<file path="src/sv/gossip_membership_views_macros.svh">
// ----------------------------------------------------------------------------
// Assertion macros for the gossip membership block
// Shared concurrent assertion forms, clocked on clk_i and held off in reset.
// ----------------------------------------------------------------------------
`ifndef GOSSIP_MEMBERSHIP_VIEWS_MACROS_SVH
`define GOSSIP_MEMBERSHIP_VIEWS_MACROS_SVH

// A property that must hold at every clock edge outside reset.
`define GMV_ASSERT(lbl, prop, msg) \
  lbl: assert property (@(posedge clk_i) disable iff (!rst_ni) (prop)) else $error(msg);

// A condition that must be followed by another one in the next cycle.
`define GMV_ASSERT_NEXT(lbl, ante, cons, msg) \
  lbl: assert property (@(posedge clk_i) disable iff (!rst_ni) (ante) |=> (cons)) \
    else $error(msg);

`endif

</file>
<file path="src/sv/gmv_pkg.sv">
// ----------------------------------------------------------------------------
// Gossip membership package
// Operation and message codes, command and status types, random step.
// ----------------------------------------------------------------------------
package gmv_pkg;

  localparam logic [2:0] OP_JOIN  = 3'd0;
  localparam logic [2:0] OP_FWD   = 3'd1;
  localparam logic [2:0] OP_DISC  = 3'd2;
  localparam logic [2:0] OP_SHUF  = 3'd3;
  localparam logic [2:0] OP_REPLY = 3'd4;
  localparam logic [2:0] OP_TICK  = 3'd5;

  localparam logic [1:0] MK_FJ    = 2'd0;
  localparam logic [1:0] MK_DISC  = 2'd1;
  localparam logic [1:0] MK_SHUF  = 2'd2;
  localparam logic [1:0] MK_REPLY = 2'd3;

  localparam logic [1:0] CFG_SELF   = 2'd0;
  localparam logic [1:0] CFG_PERIOD = 2'd1;
  localparam logic [1:0] CFG_SEED   = 2'd2;

  localparam logic [7:0]  ACTIVE_WALK   = 8'd6;
  localparam logic [7:0]  PASSIVE_WALK  = 8'd3;
  localparam logic [31:0] SEED_FALLBACK = 32'h12345678;
  localparam logic [31:0] PERIOD_RESET  = 32'd10000;
  localparam int XS_A = 13;
  localparam int XS_B = 17;
  localparam int XS_C = 5;

  typedef enum logic {MEM_A = 1'b0, MEM_P = 1'b1} mem_e;

  typedef enum logic [1:0] {
    KEY_ORIGIN = 2'd0, KEY_ENTRY = 2'd1, KEY_SENDER = 2'd2, KEY_TMP = 2'd3
  } key_e;

  typedef enum logic [2:0] {
    IDX_HOLD = 3'd0, IDX_CLR = 3'd1, IDX_INC = 3'd2, IDX_WRAP = 3'd3, IDX_DRAW = 3'd4
  } idx_e;

  typedef enum logic [1:0] {CNT_HOLD = 2'd0, CNT_CLR = 2'd1, CNT_INC = 2'd2} cnt_e;

  typedef enum logic [2:0] {
    EM_DISC = 3'd0, EM_FJ6 = 3'd1, EM_FJT = 3'd2, EM_SMP = 3'd3, EM_SELF = 3'd4
  } emit_e;

  typedef struct packed {
    logic  load_item;
    logic  key_ld;
    key_e  key_sel;
    idx_e  idx_op;
    cnt_e  cnt_op;
    logic  draw_go;
    logic  rd;
    logic  rd_last;
    logic  wr;
    logic  wr_at_used;
    logic  wr_key;
    logic  use_inc;
    logic  use_dec;
    logic  tmp_ld;
    logic  lst_ld;
    logic  emit;
    emit_e emit_sel;
    logic  flush;
    mem_e  mem;
  } cmd_t;

  typedef struct packed {
    logic [2:0] op;
    logic origin_self;
    logic entry_self;
    logic evalid;
    logic elast;
    logic ttl_zero;
    logic ttl_pw;
    logic a_full;
    logic a_le1;
    logic a_empty;
    logic p_empty;
    logic p_full;
    logic period_hit;
    logic a_end;
    logic p_end;
    logic a_match;
    logic p_match;
    logic a_skip;
    logic ard_origin;
    logic cnt_end_a;
    logic smp_more;
    logic cnt_lt_sh;
    logic draw_done;
    logic emit_ok;
    logic out_free;
    logic pend_v;
  } status_t;

  function automatic logic [31:0] xorshift32(input logic [31:0] x_in);
    logic [31:0] x;
    x = x_in;
    x = x ^ (x << XS_A);
    x = x ^ (x >> XS_B);
    x = x ^ (x << XS_C);
    return x;
  endfunction

endpackage

</file>
<file path="src/sv/gmv_dp.sv">
// ----------------------------------------------------------------------------
// Gossip membership datapath
// View memories and counters, random draw with serial remainder, item and
// configuration registers, and a pending stage in front of the output.
// ----------------------------------------------------------------------------
`include "gossip_membership_views_macros.svh"

module gmv_dp #(
  parameter int ACTIVE_SIZE  = 5,
  parameter int PASSIVE_SIZE = 30,
  parameter int SHUFFLE_SIZE = 3,
  parameter int ID_BITS      = 64
) (
  input  logic               clk_i,
  input  logic               rst_ni,
  input  gmv_pkg::cmd_t      cmd_i,
  output gmv_pkg::status_t   st_o,
  input  logic               cfg_valid_i,
  output logic               cfg_ready_o,
  input  logic [1:0]         cfg_index_i,
  input  logic [63:0]        cfg_data_i,
  input  logic [2:0]         operation_i,
  input  logic [ID_BITS-1:0] sender_id_i,
  input  logic [ID_BITS-1:0] origin_id_i,
  input  logic [7:0]         ttl_i,
  input  logic [ID_BITS-1:0] entry_id_i,
  input  logic               entry_valid_i,
  input  logic               last_entry_i,
  input  logic [63:0]        now_ms_i,
  output logic               out_valid_o,
  input  logic               out_ready_i,
  output logic [ID_BITS-1:0] dest_id_o,
  output logic [1:0]         msg_kind_o,
  output logic [7:0]         msg_ttl_o,
  output logic [ID_BITS-1:0] msg_origin_o,
  output logic [ID_BITS-1:0] payload_id_o,
  output logic               payload_valid_o,
  output logic               last_o
);

  localparam int AIW = $clog2(ACTIVE_SIZE);
  localparam int PIW = $clog2(PASSIVE_SIZE);
  localparam int ACW = $clog2(ACTIVE_SIZE + 1);
  localparam int PCW = $clog2(PASSIVE_SIZE + 1);
  localparam int CW  = (ACW > PCW) ? ACW : PCW;
  localparam int SCW = $clog2(SHUFFLE_SIZE + 1);
  localparam int NW  = (CW > SCW) ? CW : SCW;

  logic [ID_BITS-1:0] self_q;
  logic [31:0]        period_q, seed_q;
  logic [2:0]         op_q;
  logic [ID_BITS-1:0] sender_q, origin_q, entry_q;
  logic [7:0]         ttl_q;
  logic               evalid_q, elast_q;
  logic [63:0]        now_q, lst_q;
  logic [ID_BITS-1:0] amem [ACTIVE_SIZE];
  logic [ID_BITS-1:0] pmem [PASSIVE_SIZE];
  logic [ID_BITS-1:0] ard_q, prd_q, key_q, tmp_q, key_d;
  logic [ACW-1:0]     a_used_q;
  logic [PCW-1:0]     p_used_q;
  logic [CW-1:0]      idx_q, idx_nx;
  logic [NW-1:0]      cnt_q;
  logic [31:0]        rng_q, seed_sel, rng_nx, div_q;
  logic [CW-1:0]      rem_q, dn_q;
  logic [CW:0]        rem2;
  logic [5:0]         dcnt_q;
  logic [AIW-1:0]     a_raddr, a_waddr;
  logic [PIW-1:0]     p_raddr, p_waddr;
  logic [ID_BITS-1:0] pd_dest_q, pd_org_q, pd_pay_q;
  logic [1:0]         pd_kind_q;
  logic [7:0]         pd_ttl_q;
  logic               pd_pv_q, pend_v_q, out_v_q, out_ld;
  logic [ID_BITS-1:0] em_dest, em_org, em_pay;
  logic [1:0]         em_kind;
  logic [7:0]         em_ttl;
  logic               em_pv, is_reply;
  logic               a_inc, p_inc;

  assign cfg_ready_o = 1'b1;

  always_ff @(posedge clk_i or negedge rst_ni) begin
    if (!rst_ni) begin
      self_q   <= '0;
      period_q <= gmv_pkg::PERIOD_RESET;
      seed_q   <= '0;
    end else if (cfg_valid_i) begin
      unique case (cfg_index_i)
        gmv_pkg::CFG_SELF:   self_q   <= cfg_data_i[ID_BITS-1:0];
        gmv_pkg::CFG_PERIOD: period_q <= cfg_data_i[31:0];
        gmv_pkg::CFG_SEED:   seed_q   <= cfg_data_i[31:0];
        default: ;
      endcase
    end
  end

  always_ff @(posedge clk_i) begin
    if (cmd_i.load_item) begin
      op_q     <= operation_i;
      sender_q <= sender_id_i;
      origin_q <= origin_id_i;
      ttl_q    <= ttl_i;
      entry_q  <= entry_id_i;
      evalid_q <= entry_valid_i;
      elast_q  <= last_entry_i;
      now_q    <= now_ms_i;
    end
  end

  always_comb begin
    case (cmd_i.key_sel)
      gmv_pkg::KEY_ORIGIN: key_d = origin_q;
      gmv_pkg::KEY_ENTRY:  key_d = entry_q;
      gmv_pkg::KEY_SENDER: key_d = sender_q;
      default:             key_d = tmp_q;
    endcase
  end

  assign a_raddr = cmd_i.rd_last ? AIW'(a_used_q - ACW'(1)) : idx_q[AIW-1:0];
  assign p_raddr = cmd_i.rd_last ? PIW'(p_used_q - PCW'(1)) : idx_q[PIW-1:0];
  assign a_waddr = cmd_i.wr_at_used ? AIW'(a_used_q) : idx_q[AIW-1:0];
  assign p_waddr = cmd_i.wr_at_used ? PIW'(p_used_q) : idx_q[PIW-1:0];

  always_ff @(posedge clk_i) begin
    if (cmd_i.rd && cmd_i.mem == gmv_pkg::MEM_A) begin
      ard_q <= amem[a_raddr];
    end
    if (cmd_i.rd && cmd_i.mem == gmv_pkg::MEM_P) begin
      prd_q <= pmem[p_raddr];
    end
    if (cmd_i.wr && cmd_i.mem == gmv_pkg::MEM_A) begin
      amem[a_waddr] <= cmd_i.wr_key ? key_q : ard_q;
    end
    if (cmd_i.wr && cmd_i.mem == gmv_pkg::MEM_P) begin
      pmem[p_waddr] <= cmd_i.wr_key ? key_q : prd_q;
    end
    if (cmd_i.key_ld) begin
      key_q <= key_d;
    end
    if (cmd_i.tmp_ld) begin
      tmp_q <= (cmd_i.mem == gmv_pkg::MEM_A) ? ard_q : prd_q;
    end
  end

  assign idx_nx = idx_q + CW'(1);

  always_ff @(posedge clk_i) begin
    case (cmd_i.idx_op)
      gmv_pkg::IDX_CLR:  idx_q <= '0;
      gmv_pkg::IDX_INC:  idx_q <= idx_nx;
      gmv_pkg::IDX_WRAP: idx_q <= (idx_nx == CW'(a_used_q)) ? '0 : idx_nx;
      gmv_pkg::IDX_DRAW: idx_q <= rem_q;
      default: ;
    endcase
    case (cmd_i.cnt_op)
      gmv_pkg::CNT_CLR: cnt_q <= '0;
      gmv_pkg::CNT_INC: cnt_q <= cnt_q + NW'(1);
      default: ;
    endcase
  end

  assign a_inc = cmd_i.use_inc && (cmd_i.mem == gmv_pkg::MEM_A);
  assign p_inc = cmd_i.use_inc && (cmd_i.mem == gmv_pkg::MEM_P);

  always_ff @(posedge clk_i or negedge rst_ni) begin
    if (!rst_ni) begin
      a_used_q <= '0;
      p_used_q <= '0;
      lst_q    <= '0;
    end else begin
      if (a_inc) a_used_q <= a_used_q + ACW'(1);
      else if (cmd_i.use_dec && cmd_i.mem == gmv_pkg::MEM_A) a_used_q <= a_used_q - ACW'(1);
      if (p_inc) p_used_q <= p_used_q + PCW'(1);
      else if (cmd_i.use_dec && cmd_i.mem == gmv_pkg::MEM_P) p_used_q <= p_used_q - PCW'(1);
      if (cmd_i.lst_ld) lst_q <= now_q;
    end
  end

  // Draw: one xorshift step, then a restoring remainder one bit per cycle.
  assign seed_sel = (rng_q != '0) ? rng_q :
                    ((seed_q == '0) ? gmv_pkg::SEED_FALLBACK : seed_q);
  assign rng_nx   = gmv_pkg::xorshift32(seed_sel);
  assign rem2     = {rem_q, div_q[31]};

  always_ff @(posedge clk_i or negedge rst_ni) begin
    if (!rst_ni) begin
      rng_q  <= '0;
      dcnt_q <= '0;
    end else if (cmd_i.draw_go) begin
      rng_q  <= rng_nx;
      dcnt_q <= 6'd32;
    end else if (dcnt_q != '0) begin
      dcnt_q <= dcnt_q - 6'd1;
    end
  end

  always_ff @(posedge clk_i) begin
    if (cmd_i.draw_go) begin
      div_q <= rng_nx;
      rem_q <= '0;
      dn_q  <= (cmd_i.mem == gmv_pkg::MEM_A) ? CW'(a_used_q) : CW'(p_used_q);
    end else if (dcnt_q != '0) begin
      div_q <= div_q << 1;
      rem_q <= (rem2 >= {1'b0, dn_q}) ? CW'(rem2 - {1'b0, dn_q}) : rem2[CW-1:0];
    end
  end

  assign is_reply = (op_q == gmv_pkg::OP_SHUF);

  always_comb begin
    em_dest = ard_q;
    em_kind = gmv_pkg::MK_FJ;
    em_ttl  = gmv_pkg::ACTIVE_WALK;
    em_org  = origin_q;
    em_pay  = '0;
    em_pv   = 1'b0;
    case (cmd_i.emit_sel)
      gmv_pkg::EM_DISC: begin
        em_dest = tmp_q;
        em_kind = gmv_pkg::MK_DISC;
        em_ttl  = '0;
        em_org  = '0;
      end
      gmv_pkg::EM_FJ6: ;
      gmv_pkg::EM_FJT: em_ttl = ttl_q - 8'd1;
      default: begin
        em_dest = is_reply ? sender_q : tmp_q;
        em_kind = is_reply ? gmv_pkg::MK_REPLY : gmv_pkg::MK_SHUF;
        em_ttl  = is_reply ? 8'd0 : gmv_pkg::ACTIVE_WALK;
        em_org  = self_q;
        em_pay  = (cmd_i.emit_sel == gmv_pkg::EM_SMP) ? prd_q : self_q;
        em_pv   = 1'b1;
      end
    endcase
  end

  // The newest message waits in the pending stage until the next one or the
  // end of the item shows whether it is the last one.
  assign out_ld = (cmd_i.emit && pend_v_q) || cmd_i.flush;

  always_ff @(posedge clk_i or negedge rst_ni) begin
    if (!rst_ni) begin
      pend_v_q <= 1'b0;
      out_v_q  <= 1'b0;
    end else begin
      if (out_ld) out_v_q <= 1'b1;
      else if (out_v_q && out_ready_i) out_v_q <= 1'b0;
      if (cmd_i.flush) pend_v_q <= 1'b0;
      else if (cmd_i.emit) pend_v_q <= 1'b1;
    end
  end

  always_ff @(posedge clk_i) begin
    if (out_ld) begin
      dest_id_o       <= pd_dest_q;
      msg_kind_o      <= pd_kind_q;
      msg_ttl_o       <= pd_ttl_q;
      msg_origin_o    <= pd_org_q;
      payload_id_o    <= pd_pay_q;
      payload_valid_o <= pd_pv_q;
      last_o          <= cmd_i.flush;
    end
    if (cmd_i.emit) begin
      pd_dest_q <= em_dest;
      pd_kind_q <= em_kind;
      pd_ttl_q  <= em_ttl;
      pd_org_q  <= em_org;
      pd_pay_q  <= em_pay;
      pd_pv_q   <= em_pv;
    end
  end

  assign out_valid_o = out_v_q;

  always_comb begin
    st_o.op          = op_q;
    st_o.origin_self = (origin_q == self_q);
    st_o.entry_self  = (entry_q == self_q);
    st_o.evalid      = evalid_q;
    st_o.elast       = elast_q;
    st_o.ttl_zero    = (ttl_q == 8'd0);
    st_o.ttl_pw      = (ttl_q == gmv_pkg::PASSIVE_WALK);
    st_o.a_full      = (a_used_q >= ACW'(ACTIVE_SIZE));
    st_o.a_le1       = (a_used_q <= ACW'(1));
    st_o.a_empty     = (a_used_q == '0);
    st_o.p_empty     = (p_used_q == '0);
    st_o.p_full      = (p_used_q >= PCW'(PASSIVE_SIZE));
    st_o.period_hit  = ((now_q - lst_q) >= {32'd0, period_q});
    st_o.a_end       = (idx_q >= CW'(a_used_q));
    st_o.p_end       = (idx_q >= CW'(p_used_q));
    st_o.a_match     = (ard_q == key_q);
    st_o.p_match     = (prd_q == key_q);
    st_o.a_skip      = (ard_q == origin_q) || (ard_q == self_q);
    st_o.ard_origin  = (ard_q == origin_q);
    st_o.cnt_end_a   = (cnt_q >= NW'(a_used_q));
    st_o.smp_more    = (cnt_q < NW'(SHUFFLE_SIZE)) && (cnt_q < NW'(p_used_q));
    st_o.cnt_lt_sh   = (cnt_q < NW'(SHUFFLE_SIZE));
    st_o.draw_done   = (dcnt_q == '0);
    st_o.emit_ok     = !pend_v_q || !out_v_q;
    st_o.out_free    = !out_v_q;
    st_o.pend_v      = pend_v_q;
  end

  `GMV_ASSERT(a_room_a, a_inc |-> (a_used_q < ACW'(ACTIVE_SIZE)), "active view overflow")
  `GMV_ASSERT(p_room_a, p_inc |-> (p_used_q < PCW'(PASSIVE_SIZE)), "passive view overflow")
  `GMV_ASSERT(emit_room_a, cmd_i.emit |-> (!pend_v_q || !out_v_q), "message emitted with no room")
  `GMV_ASSERT_NEXT(flush_a, cmd_i.flush, (!pend_v_q && out_v_q && last_o), "flush did not end the item")

endmodule

</file>
<file path="config.mk">
export PLATFORM = sky130hd
export DESIGN_NAME = gmv_dp
export DESIGN_NICKNAME = d
export VERILOG_FILES = /design/src/sv/gmv_pkg.sv /design/src/sv/gmv_dp.sv
export VERILOG_INCLUDE_DIRS = /design/src /design/src/sv
export SDC_FILE = /design/constraint.sdc
export NUM_CORES = 2
export LEC_CHECK = 0
export ABC_AREA = 1
export BUFFER_PORTS_ARGS = -buffer_cell sky130_fd_sc_hd__buf_4
export CELL_PAD_IN_SITES_DETAIL_PLACEMENT = 0
export CELL_PAD_IN_SITES_GLOBAL_PLACEMENT = 2
export CORE_AREA = 2 2 541 597
export CTS_BUF_LIST = sky130_fd_sc_hd__clkbuf_4 sky130_fd_sc_hd__clkbuf_8 sky130_fd_sc_hd__clkbuf_16
export CTS_CLUSTER_DIAMETER = 200
export DETAILED_ROUTE_END_ITERATION = 10
export DIE_AREA = 0 0 543 599
export PLACE_DENSITY = 0.82
export SETUP_SLACK_MARGIN = 0.02
export SLEW_MARGIN = 10
export SYNTH_ARGS = -nofsm -noshare
export SYNTH_HDL_FRONTEND = slang
export SYNTH_SLANG_ARGS = --single-unit
</file>
<file path="constraint.sdc">
create_clock -name clk_i -period 11 [get_ports clk_i]
set_input_delay 2.2 -clock clk_i [delete_from_list [all_inputs] [get_ports clk_i]]
set_output_delay 2.2 -clock clk_i [all_outputs]
set_load 0.02 [all_outputs]
</file>
==> key figures <==
Synthesis
  – Async set or reset register ratio after synthesis: 6.93%
  – Flops & latches, synth: 3,464
  – Post-Syn Area: 146,000 um2
  – Mean Syn Cell Area: 11.8 um2
  – Ys flop type: edfxtp_1
  – Number of synthesized flops with an enable pin: 3,219
  – Yosys warnings: 0
  – Post-synthesis cell count: 12,300
  – Sequential area share after synthesis: 70.3%
  – Syn nets: 12,800
  – Netlist cell types: 59

Clock tree
  – Post-CTS Resized: 0
  – Inserted Clock Buffers: 363
  – Clock tree from TritonCTS: done
  – Cts hold-fix bufs: 0
  – TritonCTS sink count: 3,464
  – Clk root buf: clkbuf_16
  – Clock Path Buffers: 4
  – Clk_lat worst skew: 0.96 ns
  – Post-CTS Setup Bufs: 0
  – H-tree lvl count: 5
  – Clk slew on worst S/H paths: 0.06 ns

Global routing
  – First-pass GRT wire length: 740,000 um
  – Largest net degree at the start of global routing: 215
  – Number of global-route vias before repair: 97,900
  – Met2 Use GR: 49.2%
  – Top Usage Layer GRT: met2
  – Global route overflow: 0
  – Initial antenna violation count: 34
  – Met1 usage: 44.2%
  – GR Util met3: 5.52%
  – Total global-route track usage: 32.1%

Timing
  – Max-slew violations: 0
  – Minimum clock period: 7.04 ns
  – Slew HR: 19.1%
  – Max Clock Freq: 0.142 GHz
  – Tightest Pin Transition: 1.21 ns
  – Worst Skew: 0.0788 ns
  – Setup TNS: 0 ns
  – Crit share post-route: 64.0%
  – RSZ-0062 raised after global routing: false
  – Final setup viols: 0
  – Count of final hold-check violations: 0

Worst setup path
  – CP Data Required Time: 8.80 ns
  – R2R Path Start: p_used_q[0]
  – CP peak stage delay: 0.47 ns
  – Startpoint Class: flop
  – Cell repeated most along the worst path: nand2_1
  – Worst setup EP type: output port
  – CP Class: reg2out
  – CP max-delay cell: ha_1
  – Critical path, cell by cell: ha_1 > nand2_1 > nor2_1 > nand2_1 > nor3_1 > nand2_1 > nand2_1 > xor2_1 > ha_1 > a21oi_1 > o21ai_0 > a21oi_1 > nand2_1 > nor2_1 > nand2_1 > nor2_1 > nand3_1 > nor2_1 > nand2_1 > buf_4
  – Crit path launch: now_q[26]
  – Critical Path Fanout Max: 4
  – CP Data Arrival Time: 4.84 ns

Layout
  – Largest register by flop count: pmem
  – Most common cell after layout, fill and taps aside: edfxtp_1
  – Nets: 13,400
  – Layout cell share with drive strength beyond 1: 11.8%
  – Regs by FF count: pmem x1920, amem x320
  – Most frequent cells in the layout: 3,219 x edfxtp_1, 1,959 x nor2_1, 1,842 x nand2_1
  – Largest register FFs: 1,920
  – Area Growth Syn to Fin: 15.1%

Floorplanning
  – Die Y: 599 um
  – FP Rows: 218
  – Core Footprint: 319,000 um2
  – Die area: 325,000 um2
  – DIE WIDTH: 543 um
  – Initial core utilization: 45.8%
  – I/O pin count: 598

Detailed routing
  – First drt pass iteration count: 6
  – Vias per cell: 5.93
  – Post-route DRC violation count: 0
  – Vias: 104,000
  – DRT Wirelength: 535,000 um
  – Routed wire per std cell: 30.6 um
  – Antenna-violating nets left: 0
  – Initial DRC Count: 13,900

Place
  – Final Wtd Congestion: 1.02
  – HPWL after DPL: 354,000 um
  – Port bufs: 596

Power
  – Max VDD drop: 0.223 mV
  – Leak: 61.9 nW
  – Pwr dens: 231 nW/um2
  – Tot Pwr: 39.0 mW

Min path
  – Worst min-delay path category: reg2reg
  – HP Start: pd_org_q[63]

Job
  – Max Cap Viol: 0

Outcome
  – Outcome: finished clean
## area by class of cell
class / count / area [um2]
clock inverters: 227 / 2350
multi-input cells: 7260 / 38000
flip-flops and latches: 3464 / 103000
diodes: 35 / 87.6
well taps: 4290 / 5370
clock buffers: 442 / 9830
inverters: 971 / 3680
repair buffers: 801 / 6300
fillers: 27400 / 151000
## final timing paths
| path | end | slack, ns | depth (start not counted) |
|---|---|---|---|
| max | st_o[13] | 3.96 | 20 |
| min | msg_origin_o[63] | 0.41 | 0 |
| max reg2reg | prd_q[5] | 5.78 | 12 |
| min reg2reg | msg_origin_o[63] | 0.41 | 0 |
| max in group asynchronous | self_q[41] | 8.12 | 2 |
| min in group asynchronous | lst_q[24] | 1.31 | 1 |
## synth_stat cells, types with 2 or more instances
library cell,instances,area [um2]
a211oi_1,2,15.0
a21oi_1,161,806
a221oi_1,17,149
a31oi_1,128,801
and2_1,5,31.3
buf_1,45,169
buf_2,101,505
buf_4,15,113
buf_6,2,22.5
clkbuf_1,484,1820
clkinv_1,5,18.8
dfrtp_1,235,5880
dfstp_2,5,131
dfxtp_1,5,100
edfxtp_1,3219,96700
fa_1,2,40.0
ha_1,131,1640
inv_1,957,3590
inv_2,9,33.8
mux2_2,2,22.5
nand2_1,1849,6940
nand3_1,195,976
nand3b_1,17,128
nand4_1,88,551
nor2_1,1999,7500
nor2_2,2,12.5
nor3_1,36,180
nor3b_1,2,15.0
nor4_1,35,219
o2111ai_1,67,587
o211ai_1,80,601
o21a_1,2,15.0
o21ai_0,1193,5970
o21ai_1,109,546
o21bai_1,75,563
o221ai_1,71,622
o22ai_1,172,1080
o311ai_0,46,403
o311ai_1,20,175
o32ai_1,384,3360
or2_2,16,100
xnor2_1,224,1960
xor2_1,115,1010
## critical path: cells and delay by family, from the launching register on
kind	cells	cell delay (ns)
adders and majority gates	2	0.76
and+or+nand+nor	13	1.82
DFF	1	0.41
AOI/OAI and AO/OA	3	0.55
xor gates and xnor gates	1	0.23
buffers and inverters	1	0.17
## report_power, final
group          leakage [nW]  internal, mW  switching (mW)  total (mW)
Combinational          23.0          2.71            6.85        9.57
Clock                  6.02          7.31            5.32        12.6
Sequential             32.9          15.8           0.957        16.8
## per-stage QoR
| step | worst slack (ns) | hold WS, ns | utilization (%) | area (um2) | instances |
|---|---|---|---|---|---|
| global placement | 4.58 | 0.406 | 48.8 | 156000 | 16800 |
| detailed placement | 4.50 | 0.405 | 48.8 | 156000 | 16800 |
| global route | 3.52 | 0.417 | 52.7 | 168000 | 17500 |
| CTS | 3.83 | 0.415 | 52.7 | 168000 | 17500 |
| floorplan | 3.13 | 0.400 | - | 146000 | 12300 |
| finish | 3.96 | 0.415 | 52.7 | 168000 | 17500 |
## cell families after synthesis
| group | after synthesis | synth area share (%) |
|---|---|---|
| and+or+nand+nor | 4246 | 11.4 |
| DFF | 3464 | 70.3 |
| AOI/OAI and AO/OA | 2538 | 10.8 |
| buffers and inverters | 1619 | 4.29 |
| xor gates and xnor gates | 340 | 2.04 |
| adders and majority gates | 133 | 1.15 |
| muxes | 2 | 0.0154 |
| other | 1 | 0.00256 |
## routing by layer
| layer | routed length (um) | vias to the layer above | part of all wire (%) |
|---|---|---|---|
| met1 | 215000 | 52100 | 40 |
| met5 | 59 | - | 0.011 |
| met4 | 30100 | 8 | 5.6 |
| li1 | - | 45100 | - |
| met3 | 50300 | 1006 | 9.4 |
| met2 | 240000 | 5575 | 45 |
No activity file was read; power rests on OpenSTA's default activity.
