<file path="src/sv/gossip_membership_views_macros.svh">
// ----------------------------------------------------------------------------
// Assertion macros for the gossip membership block
// Shared concurrent assertion forms, clocked on clk_i and held off in reset.
// ----------------------------------------------------------------------------
`ifndef GOSSIP_MEMBERSHIP_VIEWS_MACROS_SVH
`define GOSSIP_MEMBERSHIP_VIEWS_MACROS_SVH

// A property that must hold at every clock edge outside reset.
`define GMV_ASSERT(lbl, prop, msg) \
  lbl: assert property (@(posedge clk_i) disable iff (!rst_ni) (prop)) else $error(msg);

// A condition that must be followed by another one in the next cycle.
`define GMV_ASSERT_NEXT(lbl, ante, cons, msg) \
  lbl: assert property (@(posedge clk_i) disable iff (!rst_ni) (ante) |=> (cons)) \
    else $error(msg);

`endif

</file>
<file path="src/sv/gmv_pkg.sv">
// ----------------------------------------------------------------------------
// Gossip membership package
// Operation and message codes, command and status types, random step.
// ----------------------------------------------------------------------------
package gmv_pkg;

  localparam logic [2:0] OP_JOIN  = 3'd0;
  localparam logic [2:0] OP_FWD   = 3'd1;
  localparam logic [2:0] OP_DISC  = 3'd2;
  localparam logic [2:0] OP_SHUF  = 3'd3;
  localparam logic [2:0] OP_REPLY = 3'd4;
  localparam logic [2:0] OP_TICK  = 3'd5;

  localparam logic [1:0] MK_FJ    = 2'd0;
  localparam logic [1:0] MK_DISC  = 2'd1;
  localparam logic [1:0] MK_SHUF  = 2'd2;
  localparam logic [1:0] MK_REPLY = 2'd3;

  localparam logic [1:0] CFG_SELF   = 2'd0;
  localparam logic [1:0] CFG_PERIOD = 2'd1;
  localparam logic [1:0] CFG_SEED   = 2'd2;

  localparam logic [7:0]  ACTIVE_WALK   = 8'd6;
  localparam logic [7:0]  PASSIVE_WALK  = 8'd3;
  localparam logic [31:0] SEED_FALLBACK = 32'h12345678;
  localparam logic [31:0] PERIOD_RESET  = 32'd10000;
  localparam int XS_A = 13;
  localparam int XS_B = 17;
  localparam int XS_C = 5;

  typedef enum logic {MEM_A = 1'b0, MEM_P = 1'b1} mem_e;

  typedef enum logic [1:0] {
    KEY_ORIGIN = 2'd0, KEY_ENTRY = 2'd1, KEY_SENDER = 2'd2, KEY_TMP = 2'd3
  } key_e;

  typedef enum logic [2:0] {
    IDX_HOLD = 3'd0, IDX_CLR = 3'd1, IDX_INC = 3'd2, IDX_WRAP = 3'd3, IDX_DRAW = 3'd4
  } idx_e;

  typedef enum logic [1:0] {CNT_HOLD = 2'd0, CNT_CLR = 2'd1, CNT_INC = 2'd2} cnt_e;

  typedef enum logic [2:0] {
    EM_DISC = 3'd0, EM_FJ6 = 3'd1, EM_FJT = 3'd2, EM_SMP = 3'd3, EM_SELF = 3'd4
  } emit_e;

  typedef struct packed {
    logic  load_item;
    logic  key_ld;
    key_e  key_sel;
    idx_e  idx_op;
    cnt_e  cnt_op;
    logic  draw_go;
    logic  rd;
    logic  rd_last;
    logic  wr;
    logic  wr_at_used;
    logic  wr_key;
    logic  use_inc;
    logic  use_dec;
    logic  tmp_ld;
    logic  lst_ld;
    logic  emit;
    emit_e emit_sel;
    logic  flush;
    mem_e  mem;
  } cmd_t;

  typedef struct packed {
    logic [2:0] op;
    logic origin_self;
    logic entry_self;
    logic evalid;
    logic elast;
    logic ttl_zero;
    logic ttl_pw;
    logic a_full;
    logic a_le1;
    logic a_empty;
    logic p_empty;
    logic p_full;
    logic period_hit;
    logic a_end;
    logic p_end;
    logic a_match;
    logic p_match;
    logic a_skip;
    logic ard_origin;
    logic cnt_end_a;
    logic smp_more;
    logic cnt_lt_sh;
    logic draw_done;
    logic emit_ok;
    logic out_free;
    logic pend_v;
  } status_t;

  function automatic logic [31:0] xorshift32(input logic [31:0] x_in);
    logic [31:0] x;
    x = x_in;
    x = x ^ (x << XS_A);
    x = x ^ (x >> XS_B);
    x = x ^ (x << XS_C);
    return x;
  endfunction

endpackage

</file>
<file path="src/sv/gmv_ctrl.sv">
// ----------------------------------------------------------------------------
// Gossip membership controller
// Sequences every operation as steps on the datapath: draws, view scans,
// adds, removals and message emission.
// ----------------------------------------------------------------------------
module gmv_ctrl (
  input  logic             clk_i,
  input  logic             rst_ni,
  input  logic             in_valid_i,
  output logic             in_ready_o,
  input  gmv_pkg::status_t st_i,
  output gmv_pkg::cmd_t    cmd_o
);

  typedef enum logic [35:0] {
    S_IDLE   = (36'd1 << 0),  S_DISP   = (36'd1 << 1),  S_DRAW   = (36'd1 << 2),
    S_DRAW_W = (36'd1 << 3),  S_SCAN   = (36'd1 << 4),  S_SCAN_C = (36'd1 << 5),
    S_ADD    = (36'd1 << 6),  S_ADD_W  = (36'd1 << 7),  S_TAKE   = (36'd1 << 8),
    S_TAKE_W = (36'd1 << 9),  S_J1     = (36'd1 << 10), S_J2     = (36'd1 << 11),
    S_JA     = (36'd1 << 12), S_JB     = (36'd1 << 13), S_J3     = (36'd1 << 14),
    S_J4     = (36'd1 << 15), S_J5     = (36'd1 << 16), S_J6     = (36'd1 << 17),
    S_F1     = (36'd1 << 18), S_F2     = (36'd1 << 19), S_F3     = (36'd1 << 20),
    S_F4     = (36'd1 << 21), S_D1     = (36'd1 << 22), S_D2     = (36'd1 << 23),
    S_D3     = (36'd1 << 24), S_D4     = (36'd1 << 25), S_D5     = (36'd1 << 26),
    S_S1     = (36'd1 << 27), S_S2     = (36'd1 << 28), S_SM0    = (36'd1 << 29),
    S_SM1    = (36'd1 << 30), S_SM2    = (36'd1 << 31), S_SM3    = (36'd1 << 32),
    S_T1     = (36'd1 << 33), S_T2     = (36'd1 << 34), S_FIN    = (36'd1 << 35)
  } state_e;

  state_e state_q, state_d;
  state_e ret_q, ret_d;
  state_e sret_q, sret_d;
  gmv_pkg::mem_e msel_q, msel_d;
  logic found_q, found_d;

  always_ff @(posedge clk_i or negedge rst_ni) begin
    if (!rst_ni) begin
      state_q <= S_IDLE;
      ret_q   <= S_IDLE;
      sret_q  <= S_IDLE;
      msel_q  <= gmv_pkg::MEM_A;
      found_q <= 1'b0;
    end else begin
      state_q <= state_d;
      ret_q   <= ret_d;
      sret_q  <= sret_d;
      msel_q  <= msel_d;
      found_q <= found_d;
    end
  end

  always_comb begin
    state_d    = state_q;
    ret_d      = ret_q;
    sret_d     = sret_q;
    msel_d     = msel_q;
    found_d    = found_q;
    in_ready_o = 1'b0;
    cmd_o      = '0;
    cmd_o.mem  = msel_q;
    unique case (state_q)
      S_IDLE: begin
        in_ready_o = 1'b1;
        if (in_valid_i) begin
          cmd_o.load_item = 1'b1;
          state_d = S_DISP;
        end
      end
      S_DISP: begin
        unique case (st_i.op)
          gmv_pkg::OP_JOIN: begin
            if (st_i.origin_self) begin
              state_d = S_FIN;
            end else if (st_i.a_full) begin
              msel_d = gmv_pkg::MEM_A;
              ret_d = S_J1;
              state_d = S_DRAW;
            end else begin
              state_d = S_J3;
            end
          end
          gmv_pkg::OP_FWD: begin
            cmd_o.key_sel = gmv_pkg::KEY_ORIGIN;
            if (st_i.origin_self) begin
              state_d = S_FIN;
            end else if (st_i.ttl_zero || st_i.a_le1) begin
              cmd_o.key_ld = 1'b1;
              msel_d = gmv_pkg::MEM_A;
              ret_d = S_FIN;
              state_d = S_ADD;
            end else if (st_i.ttl_pw) begin
              cmd_o.key_ld = 1'b1;
              msel_d = gmv_pkg::MEM_P;
              ret_d = S_F1;
              state_d = S_ADD;
            end else begin
              state_d = S_F1;
            end
          end
          gmv_pkg::OP_DISC: begin
            cmd_o.key_ld = 1'b1;
            cmd_o.key_sel = gmv_pkg::KEY_SENDER;
            cmd_o.idx_op = gmv_pkg::IDX_CLR;
            msel_d = gmv_pkg::MEM_A;
            sret_d = S_D1;
            state_d = S_SCAN;
          end
          gmv_pkg::OP_SHUF: begin
            cmd_o.key_ld = 1'b1;
            cmd_o.key_sel = gmv_pkg::KEY_ENTRY;
            msel_d = gmv_pkg::MEM_P;
            if (st_i.evalid && !st_i.entry_self) begin
              if (st_i.p_full) begin
                ret_d = S_S1;
                state_d = S_DRAW;
              end else begin
                ret_d = S_S2;
                state_d = S_ADD;
              end
            end else begin
              state_d = S_S2;
            end
          end
          gmv_pkg::OP_REPLY: begin
            if (st_i.evalid && !st_i.entry_self && !st_i.p_full) begin
              cmd_o.key_ld = 1'b1;
              cmd_o.key_sel = gmv_pkg::KEY_ENTRY;
              msel_d = gmv_pkg::MEM_P;
              ret_d = S_FIN;
              state_d = S_ADD;
            end else begin
              state_d = S_FIN;
            end
          end
          gmv_pkg::OP_TICK: begin
            if (st_i.period_hit) begin
              cmd_o.lst_ld = 1'b1;
              if (!st_i.a_empty) begin
                msel_d = gmv_pkg::MEM_A;
                ret_d = S_T1;
                state_d = S_DRAW;
              end else begin
                state_d = S_FIN;
              end
            end else begin
              state_d = S_FIN;
            end
          end
          default: state_d = S_FIN;
        endcase
      end
      S_DRAW: begin
        cmd_o.draw_go = 1'b1;
        state_d = S_DRAW_W;
      end
      S_DRAW_W: begin
        if (st_i.draw_done) begin
          cmd_o.idx_op = gmv_pkg::IDX_DRAW;
          state_d = ret_q;
        end
      end
      S_SCAN: begin
        if ((msel_q == gmv_pkg::MEM_A) ? st_i.a_end : st_i.p_end) begin
          found_d = 1'b0;
          state_d = sret_q;
        end else begin
          cmd_o.rd = 1'b1;
          state_d = S_SCAN_C;
        end
      end
      S_SCAN_C: begin
        if ((msel_q == gmv_pkg::MEM_A) ? st_i.a_match : st_i.p_match) begin
          found_d = 1'b1;
          state_d = sret_q;
        end else begin
          cmd_o.idx_op = gmv_pkg::IDX_INC;
          state_d = S_SCAN;
        end
      end
      S_ADD: begin
        if ((msel_q == gmv_pkg::MEM_A) ? st_i.a_full : st_i.p_full) begin
          state_d = ret_q;
        end else begin
          cmd_o.idx_op = gmv_pkg::IDX_CLR;
          sret_d = S_ADD_W;
          state_d = S_SCAN;
        end
      end
      S_ADD_W: begin
        if (!found_q) begin
          cmd_o.wr = 1'b1;
          cmd_o.wr_at_used = 1'b1;
          cmd_o.wr_key = 1'b1;
          cmd_o.use_inc = 1'b1;
        end
        state_d = ret_q;
      end
      S_TAKE: begin
        cmd_o.rd = 1'b1;
        cmd_o.rd_last = 1'b1;
        state_d = S_TAKE_W;
      end
      S_TAKE_W: begin
        cmd_o.wr = 1'b1;
        cmd_o.use_dec = 1'b1;
        state_d = ret_q;
      end
      S_J1: begin
        cmd_o.rd = 1'b1;
        state_d = S_J2;
      end
      S_J2: begin
        cmd_o.tmp_ld = 1'b1;
        ret_d = S_JA;
        state_d = S_TAKE;
      end
      S_JA: begin
        cmd_o.key_ld = 1'b1;
        cmd_o.key_sel = gmv_pkg::KEY_TMP;
        msel_d = gmv_pkg::MEM_P;
        ret_d = S_JB;
        state_d = S_ADD;
      end
      S_JB: begin
        if (st_i.emit_ok) begin
          cmd_o.emit = 1'b1;
          cmd_o.emit_sel = gmv_pkg::EM_DISC;
          state_d = S_J3;
        end
      end
      S_J3: begin
        cmd_o.key_ld = 1'b1;
        cmd_o.key_sel = gmv_pkg::KEY_ORIGIN;
        msel_d = gmv_pkg::MEM_A;
        ret_d = S_J4;
        state_d = S_ADD;
      end
      S_J4: begin
        cmd_o.idx_op = gmv_pkg::IDX_CLR;
        state_d = S_J5;
      end
      S_J5: begin
        if (st_i.a_end) begin
          state_d = S_FIN;
        end else begin
          cmd_o.rd = 1'b1;
          state_d = S_J6;
        end
      end
      S_J6: begin
        if (st_i.ard_origin) begin
          cmd_o.idx_op = gmv_pkg::IDX_INC;
          state_d = S_J5;
        end else if (st_i.emit_ok) begin
          cmd_o.emit = 1'b1;
          cmd_o.emit_sel = gmv_pkg::EM_FJ6;
          cmd_o.idx_op = gmv_pkg::IDX_INC;
          state_d = S_J5;
        end
      end
      S_F1: begin
        msel_d = gmv_pkg::MEM_A;
        ret_d = S_F2;
        state_d = S_DRAW;
      end
      S_F2: begin
        cmd_o.cnt_op = gmv_pkg::CNT_CLR;
        state_d = S_F3;
      end
      S_F3: begin
        if (st_i.cnt_end_a) begin
          state_d = S_FIN;
        end else begin
          cmd_o.rd = 1'b1;
          state_d = S_F4;
        end
      end
      S_F4: begin
        if (st_i.a_skip) begin
          cmd_o.idx_op = gmv_pkg::IDX_WRAP;
          cmd_o.cnt_op = gmv_pkg::CNT_INC;
          state_d = S_F3;
        end else if (st_i.emit_ok) begin
          cmd_o.emit = 1'b1;
          cmd_o.emit_sel = gmv_pkg::EM_FJT;
          state_d = S_FIN;
        end
      end
      S_D1: begin
        if (found_q) begin
          ret_d = S_D2;
          state_d = S_TAKE;
        end else begin
          state_d = S_D2;
        end
      end
      S_D2: begin
        if (!st_i.p_empty && !st_i.a_full) begin
          msel_d = gmv_pkg::MEM_P;
          ret_d = S_D3;
          state_d = S_DRAW;
        end else begin
          state_d = S_FIN;
        end
      end
      S_D3: begin
        cmd_o.rd = 1'b1;
        state_d = S_D4;
      end
      S_D4: begin
        cmd_o.tmp_ld = 1'b1;
        ret_d = S_D5;
        state_d = S_TAKE;
      end
      S_D5: begin
        cmd_o.key_ld = 1'b1;
        cmd_o.key_sel = gmv_pkg::KEY_TMP;
        msel_d = gmv_pkg::MEM_A;
        ret_d = S_FIN;
        state_d = S_ADD;
      end
      S_S1: begin
        cmd_o.wr = 1'b1;
        cmd_o.wr_key = 1'b1;
        state_d = S_S2;
      end
      S_S2: begin
        if (st_i.elast) begin
          cmd_o.cnt_op = gmv_pkg::CNT_CLR;
          state_d = S_SM0;
        end else begin
          state_d = S_FIN;
        end
      end
      S_SM0: begin
        if (st_i.smp_more) begin
          msel_d = gmv_pkg::MEM_P;
          ret_d = S_SM1;
          state_d = S_DRAW;
        end else if ((st_i.op == gmv_pkg::OP_TICK) && st_i.cnt_lt_sh) begin
          state_d = S_SM3;
        end else begin
          state_d = S_FIN;
        end
      end
      S_SM1: begin
        cmd_o.rd = 1'b1;
        state_d = S_SM2;
      end
      S_SM2: begin
        if (st_i.emit_ok) begin
          cmd_o.emit = 1'b1;
          cmd_o.emit_sel = gmv_pkg::EM_SMP;
          cmd_o.cnt_op = gmv_pkg::CNT_INC;
          state_d = S_SM0;
        end
      end
      S_SM3: begin
        if (st_i.emit_ok) begin
          cmd_o.emit = 1'b1;
          cmd_o.emit_sel = gmv_pkg::EM_SELF;
          state_d = S_FIN;
        end
      end
      S_T1: begin
        cmd_o.rd = 1'b1;
        state_d = S_T2;
      end
      S_T2: begin
        cmd_o.tmp_ld = 1'b1;
        cmd_o.cnt_op = gmv_pkg::CNT_CLR;
        state_d = S_SM0;
      end
      S_FIN: begin
        if (!st_i.pend_v) begin
          state_d = S_IDLE;
        end else if (st_i.out_free) begin
          cmd_o.flush = 1'b1;
          state_d = S_IDLE;
        end
      end
      default: state_d = S_IDLE;
    endcase
  end

endmodule

</file>
<file path="config.mk">
export PLATFORM = sky130hd
export DESIGN_NAME = gmv_ctrl
export DESIGN_NICKNAME = d
export VERILOG_FILES = /design/src/sv/gossip_membership_views_macros.svh /design/src/sv/gmv_pkg.sv /design/src/sv/gmv_ctrl.sv
export SDC_FILE = /design/constraint.sdc
export NUM_CORES = 1
export LEC_CHECK = 0
export BUFFER_PORTS_ARGS = -buffer_cell sky130_fd_sc_hd__buf_2
export CAP_MARGIN = 5
export CELL_PAD_IN_SITES_DETAIL_PLACEMENT = 1
export CELL_PAD_IN_SITES_GLOBAL_PLACEMENT = 1
export CORE_UTILIZATION = 44
export DETAILED_ROUTE_END_ITERATION = 6
export GPL_ROUTABILITY_DRIVEN = 1
export PLACE_DENSITY_LB_ADDON = 0.1
export SLEW_MARGIN = 5
export SYNTH_ARGS = -nofsm -noshare
export SYNTH_HDL_FRONTEND = slang
export SYNTH_SLANG_ARGS = --single-unit
</file>
<file path="constraint.sdc">
create_clock -name clk_i -period 3.9 [get_ports clk_i]
set_clock_uncertainty 0.05 [all_clocks]
set_input_delay 1.17 -clock clk_i [delete_from_list [all_inputs] [get_ports clk_i]]
set_output_delay 1.17 -clock clk_i [all_outputs]
set_load 0.01 [all_outputs]
</file>
==> results.sh, run 1 <==
export IMPL_hold_class="reg -> reg"
export IMPL_first_pass_iters=4
export IMPL_post_route_util_pct=53.6
export IMPL_cts_buffers=5
export IMPL_internal_power_mw=1.12
export IMPL_clockBufferDepth=2
export IMPL_grt_overflow=0
export IMPL_fmax_ghz=0.262
export IMPL_setup_ws_ns=0.0851
export IMPL_synth_top_area_share_pct=33.3
export IMPL_insertion_delay_ns=0.32
export IMPL_grt_pass1_vias=4013
export IMPL_syn_cell_area_um2=3990
export IMPL_p_comb_share_pct=43.4
export IMPL_drtIter0Drc=214
export IMPL_ys_ff_latch=56
export IMPL_maxCapViolations=0
export IMPL_htree_levels=2
export IMPL_viasPerCell=6.19
export IMPL_diodes=0
export IMPL_sequentialPowerShare_pct=38.1
export IMPL_startpoint_type="flop"
export IMPL_slowest_delay_ns=0.57
export IMPL_relSlewSlack_pct=53.2
export IMPL_crit_fanout=6
export IMPL_drc_errors=0
export IMPL_synthCells=442
export IMPL_routedWlPerCell_um=21.9
export IMPL_drv_slew=0
export IMPL_fillers=1072
export IMPL_outcome="finished, final reports clean"
export IMPL_dieWidth_um=97.2
export IMPL_yosysUniqueCellTypes=74
export IMPL_ctsHoldBuffers=0
export IMPL_routabilityCongestion=0.903
export IMPL_min_period_ns=3.81
export IMPL_syn_nets=473
export IMPL_ir_worst_vdd_mv=0.182
export IMPL_grt_pass1_wl_mm=22.3
export IMPL_grt_max_degree=32
export IMPL_hold_viol_final=0
export IMPL_total_power_mw=1.91
export IMPL_crit_chain="or4_4 -> nor4_4 -> nand3_2 -> and4bb_2 -> nor2_1 -> nand3_1 -> buf_2"
export IMPL_ant_nets=0
export IMPL_async_flop_share_pct=100
export IMPL_cp_top_family="simple AND/OR/NAND/NOR gates"
export IMPL_io_pins=57
export IMPL_antenna_found_initial=0
export IMPL_synth_enable_flop_cells=0
export IMPL_multi_input_area_um2=2500
export IMPL_dieHeight_um=97.2
export IMPL_routed_via_count=3899
export IMPL_tightest_slew_ns=0.695
export IMPL_clk_pin_slew_ns=0.12
export IMPL_ys_warn_count=0
export IMPL_min_period_over_period_pct=97.8
export IMPL_switching_share_pct=41.3
export IMPL_synth_most_common_cell="nor2_1"
export IMPL_syn_mean_instance_area_um2=9.02
export IMPL_p_per_area_nw_per_um2=406
export IMPL_criticalPathCategory="reg -> out"
export IMPL_placed_area_um2=4420
export IMPL_cp_slowest_cell="or4_4"
export IMPL_power_share_clock_pct=18.6
export IMPL_cts_sinks=56
export IMPL_required_ns=2.68
export IMPL_dp_hpwl_mm=10.9
export IMPL_core_um2=8760
export IMPL_final_nets=552
export IMPL_switching_power_mw=0.788
export IMPL_num_rows=34
export IMPL_ys_seq_area_share_pct=35.2
export IMPL_dp_slack_ns=0.292
export IMPL_synth_area_leaders="dfrtp_1 33%, nor2_1 5.1%, nor4_4 4.8%, nand2_1 3.2%, nor3_1 2.8%"
export IMPL_synth_top_area_cell="dfrtp_1"
export IMPL_cts_tree="done"
export IMPL_initial_core_util_pct=45.5
export IMPL_synth_ff_type="dfrtp_1"
export IMPL_track_usage_pct=30.1
export IMPL_dieArea_um2=9440
export IMPL_seqCellArea_um2=1420
export IMPL_instances_no_fill=630
export IMPL_clockRootBuffer="clkbuf_8"
export IMPL_area_growth_pct=17.8
export IMPL_drive_gt1_share_pct=31.2
export IMPL_portBuffers=56
export IMPL_worstSetupEndpointType="output pin"
export IMPL_routed_wl_mm=13.8
export IMPL_finalSetupViolations=0
export IMPL_final_cell_area_um2=4700
export IMPL_synthTopCellsByCount="54 x nor2_1, 53 x dfrtp_1, 34 x nand2_1, 22 x nor3_1, 19 x nand3_1"
export IMPL_dpl_cell_count=607
export IMPL_crit_arrival_ns=2.59
export IMPL_crit_buf_inv=1
export IMPL_power_leakage_nw=2.25
[area by class of cell]
cell class,instances,area share (%)
clock buffers,5,1.47
clock inverters,3,0.586
inverters,14,1.12
multi-input cells,359,53.2
flip-flops and latches,56,30.2
well taps,108,2.88
repair buffers,85,10.6
[per-layer routing]
layer	track usage (%)	vias to the layer above	share of wire, %
met5	0	-	0
met1	40.3	1921	43
met2	48.6	133	47
li1	-	1812	-
met4	10.3	0	3.6
met3	5.54	33	7.2
[state kept, by name (all words and copies together), names as in the netlist]
name / count
found_q: 1
msel_q: 1
ret_q: 15
sret_q: 3
state_q: 36
[logic make-up (layout without fill, tap and decap cells)]
family                    count (synthesis)  in the layout  synth area share, %
AOI/OAI and AO/OA                        73             73                 13.3
xor gates and xnor gates                  4              4                0.879
buffers and inverters                    27            107                 3.55
DFF                                      56             56                 35.2
muxes                                    10             10                 2.57
and+or+nand+nor                         272            272                 44.4
[power groups by stage]
stage	logic (mW)	registers (mW)	clock network, mW
global placement	0.737	0.726	0
CTS	0.769	0.721	0.361
finish	0.827	0.726	0.354
detailed placement	0.761	0.732	0
floorplan	0.516	0.706	0
global route	0.892	0.738	0.378
[worst reg2reg max path, cell delays in order (launching register included)]
cell and delay, ns:
dfrtp_2 0.47, or4_4 0.57, nor4_4 0.36, buf_4 0.20
buf_4 0.13, nand4_2 0.10, nor2b_4 0.19, and3b_1 0.35
a31o_4 0.36, a31oi_1 0.22
[final timing paths]
kind,start,endpoint,slack [ns],depth (start not counted)
max,state_q[17]$_DFFE_PN0P_,cmd_o[18],0.09,7
min in group asynchronous,rst_ni,state_q[9]$_DFFE_PN0P_,0.82,1
min reg2reg,ret_q[30]$_DFFE_PN0P_,state_q[30]$_DFFE_PN0P_,0.44,1
max reg2reg,state_q[17]$_DFFE_PN0P_,state_q[28]$_DFFE_PN0P_,0.82,9
min,ret_q[30]$_DFFE_PN0P_,state_q[30]$_DFFE_PN0P_,0.44,1
max in group asynchronous,rst_ni,ret_q[0]$_DFFE_PN1P_,2.07,2
[timing repair]
item,CTS,global route
resized for setup,0,21
endpoints found under the setup margin,3,12
setup buffers,3,12
pin swaps,2,10
[placed cells by master, fill, tap and decap left out, types with 4 or more instances in the layout]
cell      synthesis  final
a21oi_1          18     18
dfrtp_2           0     10
or4_1             7      4
or3_1             5      5
nor3_1           22     21
nand2_1          34     34
a21o_1            5      5
and2_1           15     15
nand2b_1         12     12
dfrtp_1          53     43
a21bo_2           4      4
or4b_2            6      6
buf_4             2     29
nor4b_1           9      9
nor2b_1          10     10
mux2i_1           8      8
nor4_4            9     10
a31oi_1           4      4
nand4_1          14     14
nor4_2            5      6
nor4_1           10      8
inv_1            14     14
o21ai_0          14     14
nand3_1          19     18
or4_4             3      6
clkbuf_8          0      5
nor2_1           54     54
nand3b_1          7      7
and3_1            6      4
nand4b_1          5      5
buf_2             4     56
[per-stage QoR]
step	hold slack (ns)	setup TNS (ns)
global route	0.465	-0.0160
global placement	0.404	0
finish	0.443	0
detailed placement	0.416	0
CTS	0.442	0
floorplan	0.391	0
(Power assumes the default switching activity.)
==> run 2: changes to the inputs <==
--- a/config.mk
+++ b/config.mk
@@ -5,6 +5,7 @@
 export SDC_FILE = /design/constraint.sdc
 export NUM_CORES = 1
 export LEC_CHECK = 0
+export ABC_CLOCK_PERIOD_IN_PS = 3900
 export BUFFER_PORTS_ARGS = -buffer_cell sky130_fd_sc_hd__buf_2
 export CAP_MARGIN = 5
 export CELL_PAD_IN_SITES_DETAIL_PLACEMENT = 1
==> constraint.sdc (replaced) <==
create_clock -name clk_i -period 3.9 [get_ports clk_i]
set_clock_uncertainty 0.05 [all_clocks]
set_input_delay 1.17 -clock clk_i [delete_from_list [all_inputs] [get_ports clk_i]]
set_output_delay 1.17 -clock clk_i [all_outputs]
set_load 0.05 [all_outputs]
==> run 2 against run 1 <==
Against the previous run: final area increased by 5.5%; clock power about the same; flip-flop and latch count unchanged; sequential share of layout area decreased by 1.3 points; via count increased by 2.6%; worst setup slack got worse by 0.049 ns; die area unchanged; critical path depth unchanged; largest cell class unchanged.
==> results.sh, run 2 (same netlist as run 1, synthesis figures left out) <==
export IMPL_outcome="finished, final reports clean"
export IMPL_reg2reg_slack_ns=0.86
export IMPL_clk_pin_slew_ns=0.11
export IMPL_initial_core_util_pct=45.5
export IMPL_diodes=0
export IMPL_grt_pass1_vias=4101
export IMPL_fin_setup_tns_ns=0
export IMPL_drv_slew=0
export IMPL_grt_overflow=0
export IMPL_maxCapViolations=0
export IMPL_cts_buffers=5
export IMPL_final_nets=566
export IMPL_dp_hpwl_mm=11.0
export IMPL_power_share_clock_pct=16.9
export IMPL_hold_class="reg -> reg"
export IMPL_use_met2_pct=52.2
export IMPL_viasPerCell=6.21
export IMPL_p_comb_share_pct=48.0
export IMPL_routed_via_count=4002
export IMPL_switching_share_pct=42.5
export IMPL_drtIter0Drc=208
export IMPL_routabilityCongestion=0.927
export IMPL_criticalPathCategory="reg -> out"
export IMPL_crit_fanout=5
export IMPL_layout_common_cells="53 x nor2_1, 48 x buf_2, 45 x buf_4, 34 x nand2_1, 34 x dfrtp_1"
export IMPL_ir_worst_vdd_mv=0.198
export IMPL_antenna_found_initial=0
export IMPL_min_period_ns=3.86
export IMPL_largestRegisters="state_q x36, ret_q x15, sret_q x3"
export IMPL_setup_ws_ns=0.0363
export IMPL_required_ns=2.68
export IMPL_hold_viol_final=0
export IMPL_crit_arrival_ns=2.64
export IMPL_tightest_slew_ns=0.969
export IMPL_routedWlPerCell_um=22.6
export IMPL_power_leakage_nw=2.34
export IMPL_dpl_cell_count=613
export IMPL_cts_tree="done"
export IMPL_fmax_ghz=0.259
export IMPL_ctsHoldBuffers=0
export IMPL_final_common_cell="nor2_1"
export IMPL_dieHeight_um=97.2
export IMPL_largest_reg_flops=36
export IMPL_grtUsageMet1_pct=37.9
export IMPL_worst_hold_slack_ns=0.444
export IMPL_drive_gt1_share_pct=37.5
export IMPL_drc_errors=0
export IMPL_rsz0062_at_grt="yes"
export IMPL_insertion_delay_ns=0.33
export IMPL_top_register="state_q"
export IMPL_switching_power_mw=0.887
export IMPL_track_usage_pct=30.1
export IMPL_clockRootBuffer="clkbuf_8"
export IMPL_finalSetupViolations=0
export IMPL_routed_wl_mm=14.5
export IMPL_num_rows=34
export IMPL_ant_nets=0
export IMPL_relSlewSlack_pct=35.4
export IMPL_clockBufferDepth=2
export IMPL_worstSetupEndpointType="output pin"
export IMPL_dieArea_um2=9440
export IMPL_cts_sinks=56
export IMPL_grt_pass1_wl_mm=22.0
export IMPL_grt_max_degree=42
export IMPL_internal_power_mw=1.20
export IMPL_instances_no_fill=644
export IMPL_top_usage_layer="met2"
export IMPL_dp_slack_ns=0.225
export IMPL_portBuffers=56
export IMPL_min_period_over_period_pct=99.1
export IMPL_io_pins=57
export IMPL_dieWidth_um=97.2
export IMPL_startpoint_type="flop"
export IMPL_sequentialPowerShare_pct=35.1
export IMPL_htree_levels=2
export IMPL_first_pass_iters=4
export IMPL_area_growth_pct=24.3
export IMPL_grtUsageMet3_pct=3.53
export IMPL_core_um2=8760
export IMPL_p_per_area_nw_per_um2=421
[run 2: cell count changes in the layout (fill, tap and decap cells not counted), moves of 3 or more]
cell	change
dfrtp_1	-9
buf_4	+16
buf_6	+4
or4_1	-3
nor3_1	-3
nor4_4	+4
buf_2	-8
or4_4	+3
dfrtp_2	+9
[run 2: final cells by class]
class,count,area (um^2)
clock inverters,3,26.3
repair buffers,99,638
inverters,14,52.6
flip-flops and latches,56,1430
fillers,1039,3810
multi-input cells,359,2610
clock buffers,5,68.8
well taps,108,135
[run 2: worst max-delay path, stage by stage, from the launching register on]
cell,delay [ns]
dfrtp_1,0.46
nor4_4,0.44
nand4_1,0.23
buf_6,0.20
nor4_4,0.32
nand3b_1,0.25
a21oi_2,0.20
buf_4,0.21
[run 2: power groups by stage]
stage	Combinational, mW	Clock [mW]	Sequential, mW
final	1.00	0.353	0.732
after global routing	1.06	0.376	0.744
after CTS	0.853	0.359	0.725
after detailed placement	0.828	0	0.736
after global placement	0.809	0	0.729
after floorplan	0.601	0	0.707
[run 2: layer usage]
layer  up-vias  part of all wire, %
met3        30                  4.0
met4         0                  3.1
met5         -                    0
met2       115                   51
li1       1837                    -
met1      2020                   42
[run 2: per-stage QoR]
step                      total power, mW  area (um^2)  util (%)
after floorplan                      1.31         4030         -
after global placement               1.54         4510      51.5
after detailed placement             1.56         4510      51.5
after CTS                            1.94         4690      53.5
after global routing                 2.18         4950      56.5
final                                2.09         4950      56.5
[run 2: what timing repair did]
action / CTS / global route
endpoints found under the setup margin: 10 / 14
gates resized for setup: 14 / 44
pin swaps: 3 / 16
setup buffers: 4 / 18
gates cloned: 0 / 1
[run 2: worst paths after layout]
check,cells past startpoint,endpoint,startpoint
max in group asynchronous,2,state_q[20]$_DFFE_PN0P_,rst_ni
worst min register to register,1,state_q[30]$_DFFE_PN0P_,ret_q[30]$_DFFE_PN0P_
min in group asynchronous,1,state_q[9]$_DFFE_PN0P_,rst_ni
worst min-delay path,1,state_q[30]$_DFFE_PN0P_,ret_q[30]$_DFFE_PN0P_
worst max register to register,10,ret_q[33]$_DFFE_PN0P_,state_q[0]$_DFFE_PN1P_
worst max-delay path,7,cmd_o[3],state_q[33]$_DFFE_PN0P_
